## src/hdl/mmc3m_pkg.sv

```systemverilog
// ----------------------------------------------------------------------------
// mmc3m_pkg: shared types and constants of the bank mapper
// Command codes, register decode codes, transaction structs and field widths.
// ----------------------------------------------------------------------------
package mmc3m_pkg;

	localparam int BANK_W     = 6;
	localparam int STEP_CNT_W = $clog2(BANK_W);
	localparam int COUNT_W    = 7;
	localparam int OFFSET_W   = 19;

	localparam logic [COUNT_W-1:0] BANK_COUNT_MIN   = 7'd2;
	localparam logic [COUNT_W-1:0] BANK_COUNT_MAX   = 7'd64;
	localparam logic [COUNT_W-1:0] BANK_COUNT_RESET = 7'd16;

	typedef enum logic [1:0] {
		CMD_PRG_WRITE = 2'd0,
		CMD_PRG_READ  = 2'd1,
		CMD_PAT_READ  = 2'd2,
		CMD_TICK      = 2'd3
	} cmd_t;

	// address bits 14:13 of a program write
	typedef enum logic [1:0] {
		REG_BANK   = 2'd0,
		REG_MIRROR = 2'd1,
		REG_IRQ    = 2'd2,
		REG_ENABLE = 2'd3
	} reg_grp_t;

	// configuration register indexes
	localparam logic CFG_BANK_COUNT = 1'b0;
	localparam logic CFG_PAT_RAM    = 1'b1;

	typedef struct packed {
		cmd_t        command;
		logic [15:0] address;
		logic [7:0]  value;
	} in_item_t;

	typedef struct packed {
		logic [OFFSET_W-1:0] rom_offset;
		logic                irq_pulse;
		logic                mirror_update;
		logic                mirror_horizontal;
	} out_item_t;

endpackage

```

## src/hdl/mmc3m_mod.sv

```systemverilog
// ----------------------------------------------------------------------------
// mmc3m_mod: iterative bank number reduction
// Restoring remainder unit, one dividend bit per cycle, shared compare/subtract.
// ----------------------------------------------------------------------------
module mmc3m_mod import mmc3m_pkg::*; (
	input  logic               clk,
	input  logic               arst_n,
	input  logic               start,
	input  logic [BANK_W-1:0]  dividend,
	input  logic [COUNT_W-1:0] divisor,
	output logic               done,
	output logic [BANK_W-1:0]  remainder
);

	logic                  busy_q;
	logic [STEP_CNT_W-1:0] cnt_q;
	logic [BANK_W-1:0]     rem_q;
	logic [BANK_W-1:0]     dvd_q;
	logic [COUNT_W-1:0]    trial;
	logic [COUNT_W-1:0]    diff;
	logic                  fits;

	assign trial = {rem_q, dvd_q[BANK_W-1]};
	assign fits  = (trial >= divisor);
	assign diff  = trial - divisor;

	always_ff @(posedge clk or negedge arst_n) begin
		if (!arst_n) begin
			busy_q <= 1'b0;
			cnt_q  <= '0;
		end else if (start) begin
			busy_q <= 1'b1;
			cnt_q  <= STEP_CNT_W'(BANK_W - 1);
		end else if (busy_q) begin
			cnt_q <= cnt_q - 1'b1;
			if (cnt_q == '0) begin
				busy_q <= 1'b0;
			end
		end
	end

	always_ff @(posedge clk) begin
		if (start) begin
			rem_q <= '0;
			dvd_q <= dividend;
		end else if (busy_q) begin
			// remainder stays below the divisor, so it fits the bank width
			rem_q <= fits ? diff[BANK_W-1:0] : trial[BANK_W-1:0];
			dvd_q <= {dvd_q[BANK_W-2:0], 1'b0};
		end
	end

	assign done      = busy_q && (cnt_q == '0);
	assign remainder = rem_q;

endmodule

```

## src/hdl/bank_switch_mapper_with_scanline_irq_top.sv

```systemverilog
// ----------------------------------------------------------------------------
// bank_switch_mapper_with_scanline_irq_top: cartridge bank mapper with IRQ
// A program bank write (registers 6 and 7) passes ST_DIV, where the 6-step
// remainder unit reduces the bank number, before ST_EXEC like all commands.
// Throughput: one transaction at a time, the next may start once busy is low.
// done is a one-cycle strobe that the receiver cannot stall.
// Reset: asynchronous, clears all mapper state, pattern slot 1 maps bank 1.
// ----------------------------------------------------------------------------
module bank_switch_mapper_with_scanline_irq_top import mmc3m_pkg::*; (
	input  logic               clk,
	input  logic               arst_n,
	input  logic               start,
	output logic               busy,
	input  in_item_t           item,
	output logic               done,
	output out_item_t          result,
	input  logic               wr_en,
	input  logic               wr_index,
	input  logic [COUNT_W-1:0] wr_data
);

	typedef enum logic [2:0] {
		ST_IDLE = 3'b001,
		ST_DIV  = 3'b010,
		ST_EXEC = 3'b100
	} state_t;

	state_t             state_q;
	in_item_t           item_q;
	logic [COUNT_W-1:0] bank_count_q;
	logic               pat_ram_q;
	logic [7:0]         select_q;
	logic               irq_en_q;
	logic [7:0]         irq_reload_q;
	logic [7:0]         irq_count_q;
	logic [BANK_W-1:0]  prg_bank_q [3];
	logic [7:0]         pat_bank_q [8];
	logic               done_q;
	out_item_t          result_q;

	logic               accept;
	logic               needs_mod;
	logic               mod_done;
	logic [BANK_W-1:0]  mod_rem;
	logic [COUNT_W-1:0] count_eff;
	logic [BANK_W-1:0]  last_bank;
	logic [BANK_W-1:0]  second_last;
	reg_grp_t           grp;
	logic               odd;
	logic               inv;
	logic [1:0]         slot;
	logic [2:0]         pslot;
	logic [7:0]         dec_count;
	out_item_t          result_next;

	assign accept = start && (state_q == ST_IDLE);
	assign busy   = (state_q != ST_IDLE);

	// bank data for register 6 or 7 needs the bank number reduced modulo the count
	assign needs_mod = (item.command == CMD_PRG_WRITE) && (item.address[14:13] == REG_BANK)
		&& item.address[0] && (select_q[2:1] == 2'b11);

	always_comb begin
		if (bank_count_q < BANK_COUNT_MIN) begin
			count_eff = BANK_COUNT_MIN;
		end else if (bank_count_q > BANK_COUNT_MAX) begin
			count_eff = BANK_COUNT_MAX;
		end else begin
			count_eff = bank_count_q;
		end
	end

	assign last_bank   = BANK_W'(count_eff - 7'd1);
	assign second_last = BANK_W'(count_eff - 7'd2);

	mmc3m_mod u_mod (
		.clk       (clk),
		.arst_n    (arst_n),
		.start     (accept && needs_mod),
		.dividend  (item.value[BANK_W-1:0]),
		.divisor   (count_eff),
		.done      (mod_done),
		.remainder (mod_rem)
	);

	assign grp       = reg_grp_t'(item_q.address[14:13]);
	assign odd       = item_q.address[0];
	assign inv       = select_q[7];
	assign slot      = item_q.address[14:13];
	assign pslot     = item_q.address[12:10];
	assign dec_count = irq_count_q - 8'd1;

	always_ff @(posedge clk or negedge arst_n) begin
		if (!arst_n) begin
			state_q <= ST_IDLE;
		end else begin
			case (state_q)
				ST_IDLE: begin
					if (start) begin
						state_q <= needs_mod ? ST_DIV : ST_EXEC;
					end
				end
				ST_DIV: begin
					if (mod_done) begin
						state_q <= ST_EXEC;
					end
				end
				ST_EXEC: state_q <= ST_IDLE;
				default: state_q <= ST_IDLE;
			endcase
		end
	end

	always_ff @(posedge clk) begin
		if (accept) begin
			item_q <= item;
		end
	end

	always_ff @(posedge clk or negedge arst_n) begin
		if (!arst_n) begin
			bank_count_q <= BANK_COUNT_RESET;
			pat_ram_q    <= 1'b0;
		end else if (wr_en) begin
			case (wr_index)
				CFG_BANK_COUNT: bank_count_q <= wr_data;
				CFG_PAT_RAM:    pat_ram_q    <= wr_data[0];
				default:        ;
			endcase
		end
	end

	// mapper state, updated in the execute cycle
	always_ff @(posedge clk or negedge arst_n) begin
		if (!arst_n) begin
			select_q     <= '0;
			irq_en_q     <= 1'b0;
			irq_reload_q <= '0;
			irq_count_q  <= '0;
			for (int i = 0; i < 3; i++) begin
				prg_bank_q[i] <= '0;
			end
			for (int i = 0; i < 8; i++) begin
				pat_bank_q[i] <= (i == 1) ? 8'd1 : 8'd0;
			end
		end else if (state_q == ST_EXEC) begin
			case (item_q.command)
				CMD_PRG_WRITE: begin
					case (grp)
						REG_BANK: begin
							if (!odd) begin
								select_q <= item_q.value;
							end else begin
								case (select_q[2:0])
									3'd0: begin
										pat_bank_q[inv ? 3'd4 : 3'd0] <= {item_q.value[7:1], 1'b0};
										pat_bank_q[inv ? 3'd5 : 3'd1] <= {item_q.value[7:1], 1'b1};
									end
									3'd1: begin
										pat_bank_q[inv ? 3'd6 : 3'd2] <= {item_q.value[7:1], 1'b0};
										pat_bank_q[inv ? 3'd7 : 3'd3] <= {item_q.value[7:1], 1'b1};
									end
									3'd2: pat_bank_q[inv ? 3'd0 : 3'd4] <= item_q.value;
									3'd3: pat_bank_q[inv ? 3'd1 : 3'd5] <= item_q.value;
									3'd4: pat_bank_q[inv ? 3'd2 : 3'd6] <= item_q.value;
									3'd5: pat_bank_q[inv ? 3'd3 : 3'd7] <= item_q.value;
									3'd6: begin
										if (select_q[6]) begin
											prg_bank_q[0] <= second_last;
											prg_bank_q[2] <= mod_rem;
										end else begin
											prg_bank_q[0] <= mod_rem;
											prg_bank_q[2] <= second_last;
										end
									end
									default: prg_bank_q[1] <= mod_rem;
								endcase
							end
						end
						REG_IRQ: begin
							if (odd) begin
								irq_count_q <= '0;
							end else begin
								irq_reload_q <= item_q.value;
							end
						end
						REG_ENABLE: irq_en_q <= odd;
						default: ;
					endcase
				end
				CMD_TICK: begin
					irq_count_q <= (irq_count_q == '0) ? irq_reload_q : dec_count;
				end
				default: ;
			endcase
		end
	end

	always_ff @(posedge clk or negedge arst_n) begin
		if (!arst_n) begin
			done_q <= 1'b0;
		end else begin
			done_q <= (state_q == ST_EXEC);
		end
	end

	always_comb begin
		result_next = '0;
		case (item_q.command)
			CMD_PRG_WRITE: begin
				if ((grp == REG_MIRROR) && !odd) begin
					result_next.mirror_update     = 1'b1;
					result_next.mirror_horizontal = item_q.value[0];
				end
			end
			CMD_PRG_READ: begin
				if (slot == 2'd3) begin
					result_next.rom_offset = {last_bank, item_q.address[12:0]};
				end else begin
					result_next.rom_offset = {prg_bank_q[slot], item_q.address[12:0]};
				end
			end
			CMD_PAT_READ: begin
				if (pat_ram_q) begin
					result_next.rom_offset = OFFSET_W'(item_q.address[12:0]);
				end else begin
					result_next.rom_offset = OFFSET_W'({pat_bank_q[pslot], item_q.address[9:0]});
				end
			end
			default: begin
				result_next.irq_pulse = (irq_count_q != '0) && (dec_count == '0) && irq_en_q;
			end
		endcase
	end

	always_ff @(posedge clk) begin
		if (state_q == ST_EXEC) begin
			result_q <= result_next;
		end
	end

	assign done   = done_q;
	assign result = result_q;

endmodule
```

## config.mk

```make
export PLATFORM = sky130hd
export DESIGN_NAME = bank_switch_mapper_with_scanline_irq_top
export DESIGN_NICKNAME = d
export VERILOG_FILES = /design/src/hdl/mmc3m_pkg.sv /design/src/hdl/mmc3m_mod.sv /design/src/hdl/bank_switch_mapper_with_scanline_irq_top.sv
export SDC_FILE = /design/constraint.sdc
export NUM_CORES = 1
export LEC_CHECK = 0
export ABC_AREA = 1
export ABC_CLOCK_PERIOD_IN_PS = 5650
export BUFFER_PORTS_ARGS = -buffer_cell sky130_fd_sc_hd__buf_2
export CAP_MARGIN = 20
export CORE_AREA = 2 2 152 117
export CTS_BUF_LIST = sky130_fd_sc_hd__clkbuf_8
export CTS_CLUSTER_DIAMETER = 40
export DETAILED_ROUTE_END_ITERATION = 7
export DIE_AREA = 0 0 154 119
export PLACE_DENSITY = 0.78
export SYNTH_ARGS = -nofsm -noshare
export SYNTH_HDL_FRONTEND = slang
export SYNTH_HIERARCHICAL = 1
export SYNTH_SLANG_ARGS = --single-unit
export TNS_END_PERCENT = 50
```

## constraint.sdc

```tcl
create_clock -name clk -period 5.65 [get_ports clk]
set_input_delay 0.565 -clock clk [delete_from_list [all_inputs] [get_ports clk]]
set_output_delay 0.565 -clock clk [all_outputs]
set_load 0.005 [all_outputs]
```

==> results.sh, run 1 <==
export IMPL_outcome="completed"
export IMPL_post_cts_setup_buffers=0
export IMPL_synth_compound_area_share_pct=24.9
export IMPL_clockPowerShare_pct=26.3
export IMPL_vias=8638
export IMPL_utilization_pct=63.1
export IMPL_first_iter_violations=977
export IMPL_grt_pass1_wl_um=41600
export IMPL_arrival_ns=3.13
export IMPL_core_mm2=0.0171
export IMPL_slew_limit_headroom_pct=34.5
export IMPL_m1WireLength_um=11600
export IMPL_clock_sinks=179
export IMPL_skew_ns=0.0207
export IMPL_min_period_over_period_pct=48.7
export IMPL_synth_fa_ha_area_share_pct=2.84
export IMPL_ys_seq_area_share_pct=47.4
export IMPL_grt_antenna_before_repair=0
export IMPL_clock_path_buffers=2
export IMPL_place_hpwl_um=17200
export IMPL_start_kind="flip-flop"
export IMPL_cts_max_level=4
export IMPL_drc_errors=0
export IMPL_die_y_um=119
export IMPL_clock_latency_ns=0.49
export IMPL_max_stage_delay_ns=0.79
export IMPL_wl_per_cell_um=18.3
export IMPL_finalSetupTns_ns=0
export IMPL_grt_max_degree=68
export IMPL_grtUsageTotal_pct=28.9
export IMPL_timing_critical_path_mode_cell="nand2_1"
export IMPL_crit_chain="inv_2 > nor2_1 > nand2_1 > inv_1 > nor3_4 > o21ai_0 > nand2_1 > nand2_1"
export IMPL_cp_max_fo=17
export IMPL_wl_met2_um=11500
export IMPL_drt_pre_antenna_iters=6
export IMPL_cts_root_buf="clkbuf_8"
export IMPL_placed_cells=1396
export IMPL_p_comb_share_pct=28.2
export IMPL_reg2reg_depth=8
export IMPL_area_growth_pct=8.34
export IMPL_crit_type="flip-flop to flip-flop"
export IMPL_io_pins=62
export IMPL_synth_cell_types=52
export IMPL_port_buffers=60
export IMPL_cts_hold_buf=0
export IMPL_dp_slack_ns=3.00
export IMPL_overflow=0
export IMPL_worstPathRequired_ns=6.02
export IMPL_cap_violations=0
export IMPL_grt_pass1_vias=7947
export IMPL_swShare_pct=39.4
export IMPL_cts_tree="yes"
export IMPL_nNetsFinal=1257
export IMPL_die_area_mm2=0.0183
export IMPL_peakVddDrop_mv=0.157
export IMPL_finalNonFillerCells=1430
export IMPL_synth_largest_area_cell="dfrtp_1"
export IMPL_layout_commonest_cell="inv_1"
export IMPL_r2r_start="select_q[0]$_DFFE_PN0P_"
export IMPL_mostFrequentLayoutCells="inv_1, o21ai_0, nand2_1, dfrtp_1, a21oi_1"
export IMPL_yosys_warnings=6
export IMPL_ys_ff_latch=179
export IMPL_fmax_ghz=0.363
export IMPL_tightest_slew_ns=0.980
export IMPL_synth_cells=1161
export IMPL_vias_per_cell=6.04
export IMPL_wl_um=26100
export IMPL_fin_crit_ns=2.75
export IMPL_power_switching_mw=1.46
export IMPL_drv_slew=0
export IMPL_routed_wl_met3_um=2510
export IMPL_intPower_mw=2.24
export IMPL_cts_resized_gates=0
export IMPL_mappedNetlistArea_mm2=0.00994
export IMPL_hold_viol_final=0
export IMPL_start_util_pct=58.2
export IMPL_synthesis_nets=1221
export IMPL_setup_viol=0
export IMPL_synth_mux_area_share_pct=0.667
export IMPL_power_density_mw_per_mm2=343
export IMPL_synth_area_leaders="dfrtp_1, edfxtp_1, o21ai_0"
export IMPL_dr_max_layer_used="met4"
export IMPL_rsz0062_at_grt="no"
export IMPL_cts_buffers_inserted=17
export IMPL_path_clk_slew_ns=0.11
export IMPL_gp_congestion=0.911
export IMPL_synth_top_family_by_area="compound AO/OA/AOI/OAI gates"
export IMPL_num_rows=42
export IMPL_cp_slowest_cell="nor3_4"
export IMPL_hold_path_class="input pin to asynchronous set/reset pin"
export IMPL_power_total_mw=3.70
export IMPL_drive_above_1_share_pct=12.8
export IMPL_rrSetupSlack_ns=2.90
export IMPL_p_seq_share_pct=45.5
export IMPL_synth_xor_area_share_pct=0.528
export IMPL_synth_top_area_share_pct=29.4
export IMPL_antenna_cells=0
export IMPL_synthSimpleGateAreaFrac_pct=14.0
export IMPL_ant_nets=0
export IMPL_cp_end_kind="flip-flop"
export IMPL_setup_ws_ns=2.90
export IMPL_avgSynthCellArea_um2=8.57
export IMPL_cellLeakagePower_nw=4.70
export IMPL_die_w_um=154
==> cell type report <==
class,count,area [µm²]
fillers,1423,6300
flip-flops and latches,179,4720
multi-input cells,751,4270
inverters,181,687
repair buffers,67,379
well taps,220,275
clock buffers,17,234
clock inverters,15,210
==> worst max-delay path, delay by kind of cell, from the launching register on <==
family                 cells  cell delay, ns
AO/OA/AOI/OAI              1            0.21
buffers and inverters      2            0.36
flip-flops                 1            0.47
AND/OR/NAND/NOR            5            1.60
==> power groups by stage <==
| stage | Combinational (mW) | Sequential, mW | Clock (mW) |
|---|---|---|---|
| final | 1.04 | 1.68 | 0.972 |
| after global routing | 1.15 | 1.70 | 1.02 |
| after CTS | 1.01 | 1.67 | 0.978 |
| after detailed placement | 1.01 | 1.70 | 0 |
| after global placement | 0.978 | 1.69 | 0 |
| after floorplan | 0.764 | 1.63 | 0 |
==> through the flow <==
stage                     hold WS [ns]  cell area (µm²)
after global routing             0.155            10800
after CTS                        0.134            10700
after global placement           0.461            10300
after detailed placement         0.466            10300
after floorplan                  0.269             9940
final                            0.103            10800
==> routing by layer <==
| layer | vias up | global-route usage (%) |
|---|---|---|
| met2 | 433 | 42.7 |
| li1 | 4098 | - |
| met1 | 4066 | 42.0 |
| met3 | 41 | 6.95 |
| met4 | 0 | 9.64 |
| met5 | - | 0 |
==> synthesized netlist by cell type, drive strengths merged <==
master and instances:
nand3 57, clkinv 1, a31oi 4, nand2 156, dfrtp 117, xor2 4, o221ai 3, or2 3
nor3 8, o21ai 163, a31o 1, o21bai 1, dfxtp 6, nand3b 2, nor4 1, a211oi 86
o311ai 1, clkbuf 20, nor3b 1, mux2 5, o211ai 3, nor2 74, ha 21, edfxtp 53
a21oi 101, inv 180, nand4 4, o22ai 15, mux2i 1, fa 1, dfstp 3, xnor2 2
a22oi 33, buf 30
==> worst max path at each step <==
stage | startpoint | to | slack, ns
detailed placement | select_q[0]$_DFFE_PN0P_ | flip-flop | 3.00
global placement | select_q[0]$_DFFE_PN0P_ | flip-flop | 3.08
floorplan | state_q[0]$_DFFE_PN1P_ | u_mod/dvd_q[0]$_SDFFCE_PN0P_ | 2.72
finish | select_q[0]$_DFFE_PN0P_ | flip-flop | 2.90
CTS | select_q[0]$_DFFE_PN0P_ | flip-flop | 2.95
global route | select_q[0]$_DFFE_PN0P_ | flip-flop | 2.75
==> cell families after synthesis <==
| kind of cell | after synthesis |
|---|---|
| xor+xnor | 6 |
| simple gates | 306 |
| mux | 6 |
| buf+inv | 231 |
| compound gates | 411 |
| fa+ha+maj | 22 |
| flops | 179 |
Power figures use the tool's default switching activity.
==> run 2, diff against run 1 <==
ABC_AREA = 0   (was 1)
ABC_CLOCK_PERIOD_IN_PS = 2600   (was 5650)
CORE_AREA = 2 2 153 118   (was 2 2 152 117)
DIE_AREA = 0 0 155 120   (was 0 0 154 119)
clock period = 2.6 ns   (was 5.65 ns; I/O delays follow)
==> run 2 against run 1 <==
Compared with the run above:
- worst setup slack lost 2.8 ns
- via count decreased by 4.7%
- combinational power rose by 34%
- register-to-register slack worse by 2.8 ns
- die area up 1.5%
- critical path depth is 2 higher
- count of clock-buffer cells in the layout is 3 higher
- critical path type unchanged
- largest power group unchanged
==> results.sh, run 2 <==
export IMPL_crit_chain="nor4_4 > o21bai_2 > inv_1 > inv_1 > ha_1 > or2b_1 > a21oi_1 > or4_1 > a31o_1 > a311oi_2"
export IMPL_path_buf_inv=2
export IMPL_cp_max_fo=3
export IMPL_synth_most_common_cell="dfrtp_1"
export IMPL_io_pins=62
export IMPL_grt_max_degree=54
export IMPL_hold_path_class="input pin to flip-flop"
export IMPL_path_clk_slew_ns=0.10
export IMPL_synthFlopType="dfrtp_1"
export IMPL_port_buffers=60
export IMPL_outcome="completed"
export IMPL_cap_violations=0
export IMPL_start_util_pct=58.4
export IMPL_core_mm2=0.0172
export IMPL_cts_buffers_inserted=17
export IMPL_rsz0062_at_grt="yes"
export IMPL_vias=8233
export IMPL_fin_crit_ns=2.55
export IMPL_num_fill_cells=1307
export IMPL_die_y_um=120
export IMPL_place_hpwl_um=17400
export IMPL_vias_per_cell=6.59
export IMPL_timing_critical_path_mode_cell="inv_1"
export IMPL_overflow=0
export IMPL_slew_limit_headroom_pct=46.4
export IMPL_wl_um=26400
export IMPL_r2r_start="bank_count_q[5]$_DFFE_PN0P_"
export IMPL_power_density_mw_per_mm2=578
export IMPL_hold_depth=2
export IMPL_tightest_slew_ns=0.796
export IMPL_min_from="wr_data[0]"
export IMPL_ys_top_cells_by_count="dfrtp_1, clkbuf_1, a21oi_1, nor2_1, edfxtp_1"
export IMPL_die_w_um=155
export IMPL_cts_tree="yes"
export IMPL_max_stage_delay_ns=0.42
export IMPL_start_kind="flip-flop"
export IMPL_ys_ff_latch=179
export IMPL_die_area_mm2=0.0186
export IMPL_antenna_cells=0
export IMPL_grtUsageTotal_pct=29.1
export IMPL_synthesis_nets=990
export IMPL_clock_latency_ns=0.48
export IMPL_ys_seq_area_share_pct=47.0
export IMPL_arrival_ns=2.95
export IMPL_synth_edf_count=53
export IMPL_clock_path_buffers=2
export IMPL_critical_path_top_delay_family="simple AND/OR/NAND/NOR gates"
export IMPL_setup_viol=0
export IMPL_synth_cells=930
export IMPL_crit_type="flip-flop to flip-flop"
export IMPL_synth_largest_area_cell="dfrtp_1"
export IMPL_cellLeakagePower_nw=4.88
export IMPL_hold_viol_final=0
export IMPL_layout_commonest_cell="dfrtp_1"
export IMPL_reg2reg_depth=10
export IMPL_synth_cell_types=80
export IMPL_worstPathRequired_ns=3.00
export IMPL_drv_slew=0
export IMPL_rr_endpoint="u_mod/remainder[5]$_SDFFE_PP0P_"
export IMPL_ant_nets=0
export IMPL_timing_hold_ws_ns=0.0267
export IMPL_setup_ws_ns=0.0507
export IMPL_mappedNetlistArea_mm2=0.0100
export IMPL_grt_pass1_wl_um=41900
export IMPL_clock_sinks=179
export IMPL_cp_slowest_cell="dfrtp_1"
export IMPL_nNetsFinal=1076
export IMPL_cp_end_kind="flip-flop"
export IMPL_rrSetupSlack_ns=0.05
export IMPL_whs_endpoint="bank_count_q[0]$_DFFE_PN0P_"
export IMPL_finalSetupTns_ns=0
export IMPL_dp_slack_ns=-0.00752
export IMPL_gp_congestion=0.905
export IMPL_num_rows=42
export IMPL_grt_pass1_vias=7805
export IMPL_finalNonFillerCells=1249
export IMPL_avgSynthCellArea_um2=10.8
export IMPL_wl_per_cell_um=21.1
export IMPL_grt_antenna_before_repair=1
export IMPL_drive_above_1_share_pct=24.5
export IMPL_placed_cells=1185
export IMPL_area_growth_pct=14.4
export IMPL_min_period_over_period_pct=98.1
export IMPL_fmax_ghz=0.392
export IMPL_yosys_warnings=6
export IMPL_synth_area_leaders="dfrtp_1, edfxtp_1, mux2_2"
export IMPL_synth_top_area_share_pct=29.2
export IMPL_drc_errors=0
export IMPL_peakVddDrop_mv=0.381
export IMPL_cts_max_level=4
export IMPL_drt_pre_antenna_iters=5
export IMPL_async_flop_share_pct=67.0
export IMPL_mostFrequentLayoutCells="dfrtp_1, buf_2, a21oi_1, nor2_1, edfxtp_1"
export IMPL_first_iter_violations=901
export IMPL_cts_root_buf="clkbuf_8"
export IMPL_skew_ns=0.0169
run 2: cell types whose count changed after synthesis, moves of 41 or more:
cell      previous run  this run
nand2_1            150        51
a221oi_1             0        41
inv_1              172        43
nand3_1             54        13
o21ai_0            154        28
a211oi_1            86         8
mux2_2               5        52
run 2: cell families (layout without fill, tap and decap cells):
group / Yosys count / count (layout) / synth area share, %
compound gates: 276 / 276 / 20.1
fa+ha+maj: 22 / 22 / 2.82
xor+xnor: 8 / 8 / 0.698
flops: 179 / 179 / 47.0
simple gates: 246 / 246 / 13.9
mux: 80 / 80 / 10.6
buf+inv: 119 / 218 / 4.88
run 2: worst max path at each step:
stage,startpoint,to,cells past startpoint
final,bank_count_q[5]$_DFFE_PN0P_,u_mod/remainder[5]$_SDFFE_PP0P_,10
after global routing,bank_count_q[5]$_DFFE_PN0P_,u_mod/remainder[5]$_SDFFE_PP0P_,10
after global placement,bank_count_q[2]$_DFFE_PN0P_,u_mod/remainder[5]$_SDFFE_PP0P_,10
after floorplan,bank_count_q[3]$_DFFE_PN0P_,u_mod/remainder[5]$_SDFFE_PP0P_,11
after CTS,bank_count_q[6]$_DFFE_PN0P_,u_mod/remainder[1]$_SDFFE_PP0P_,6
after detailed placement,bank_count_q[2]$_DFFE_PN0P_,u_mod/remainder[4]$_SDFFE_PP0P_,9
run 2: what timing repair did:
item	CTS	global route
endpoints found under the hold margin	69	0
buffers inserted	0	0
pin swaps	0	1
hold buffers	32	0
endpoints found under the setup margin	2	9
gates resized for setup	1	5
run 2: area by class of cell:
| cell class | count | area, µm² | share of cell area [%] |
|---|---|---|---|
| repair buffers | 140 | 1020 | 8.89 |
| clock inverters | 12 | 144 | 1.25 |
| multi-input cells | 632 | 4880 | 42.5 |
| well taps | 220 | 275 | 2.40 |
| flip-flops and latches | 179 | 4720 | 41.1 |
| clock buffers | 20 | 275 | 2.40 |
| inverters | 46 | 175 | 1.52 |
run 2: power breakdown:
| group | switching [mW] | internal, mW |
|---|---|---|
| Clock | 1.07 | 0.951 |
| Sequential | 0.184 | 3.04 |
| Combinational | 0.779 | 0.613 |
| Total | 2.04 | 4.61 |
run 2: per-stage QoR:
stage	utilization, %	total power [mW]	cell area [µm²]
5_1_grt	66.9	6.93	11500
3_5_place_dp	62.4	4.59	10700
6_report	66.9	6.64	11500
4_1_cts	66.8	6.63	11500
3_3_place_gp	62.4	4.55	10700
2_1_floorplan	-	4.19	10000
run 2: per-layer routing:
| metal | routed length (µm) | vias up | GRT usage [%] |
|---|---|---|---|
| met5 | 13 | - | 0 |
| met4 | 480 | 2 | 9.84 |
| met3 | 2420 | 46 | 5.34 |
| met2 | 11400 | 421 | 42.5 |
| met1 | 12000 | 4056 | 43.8 |
| li1 | - | 3708 | - |
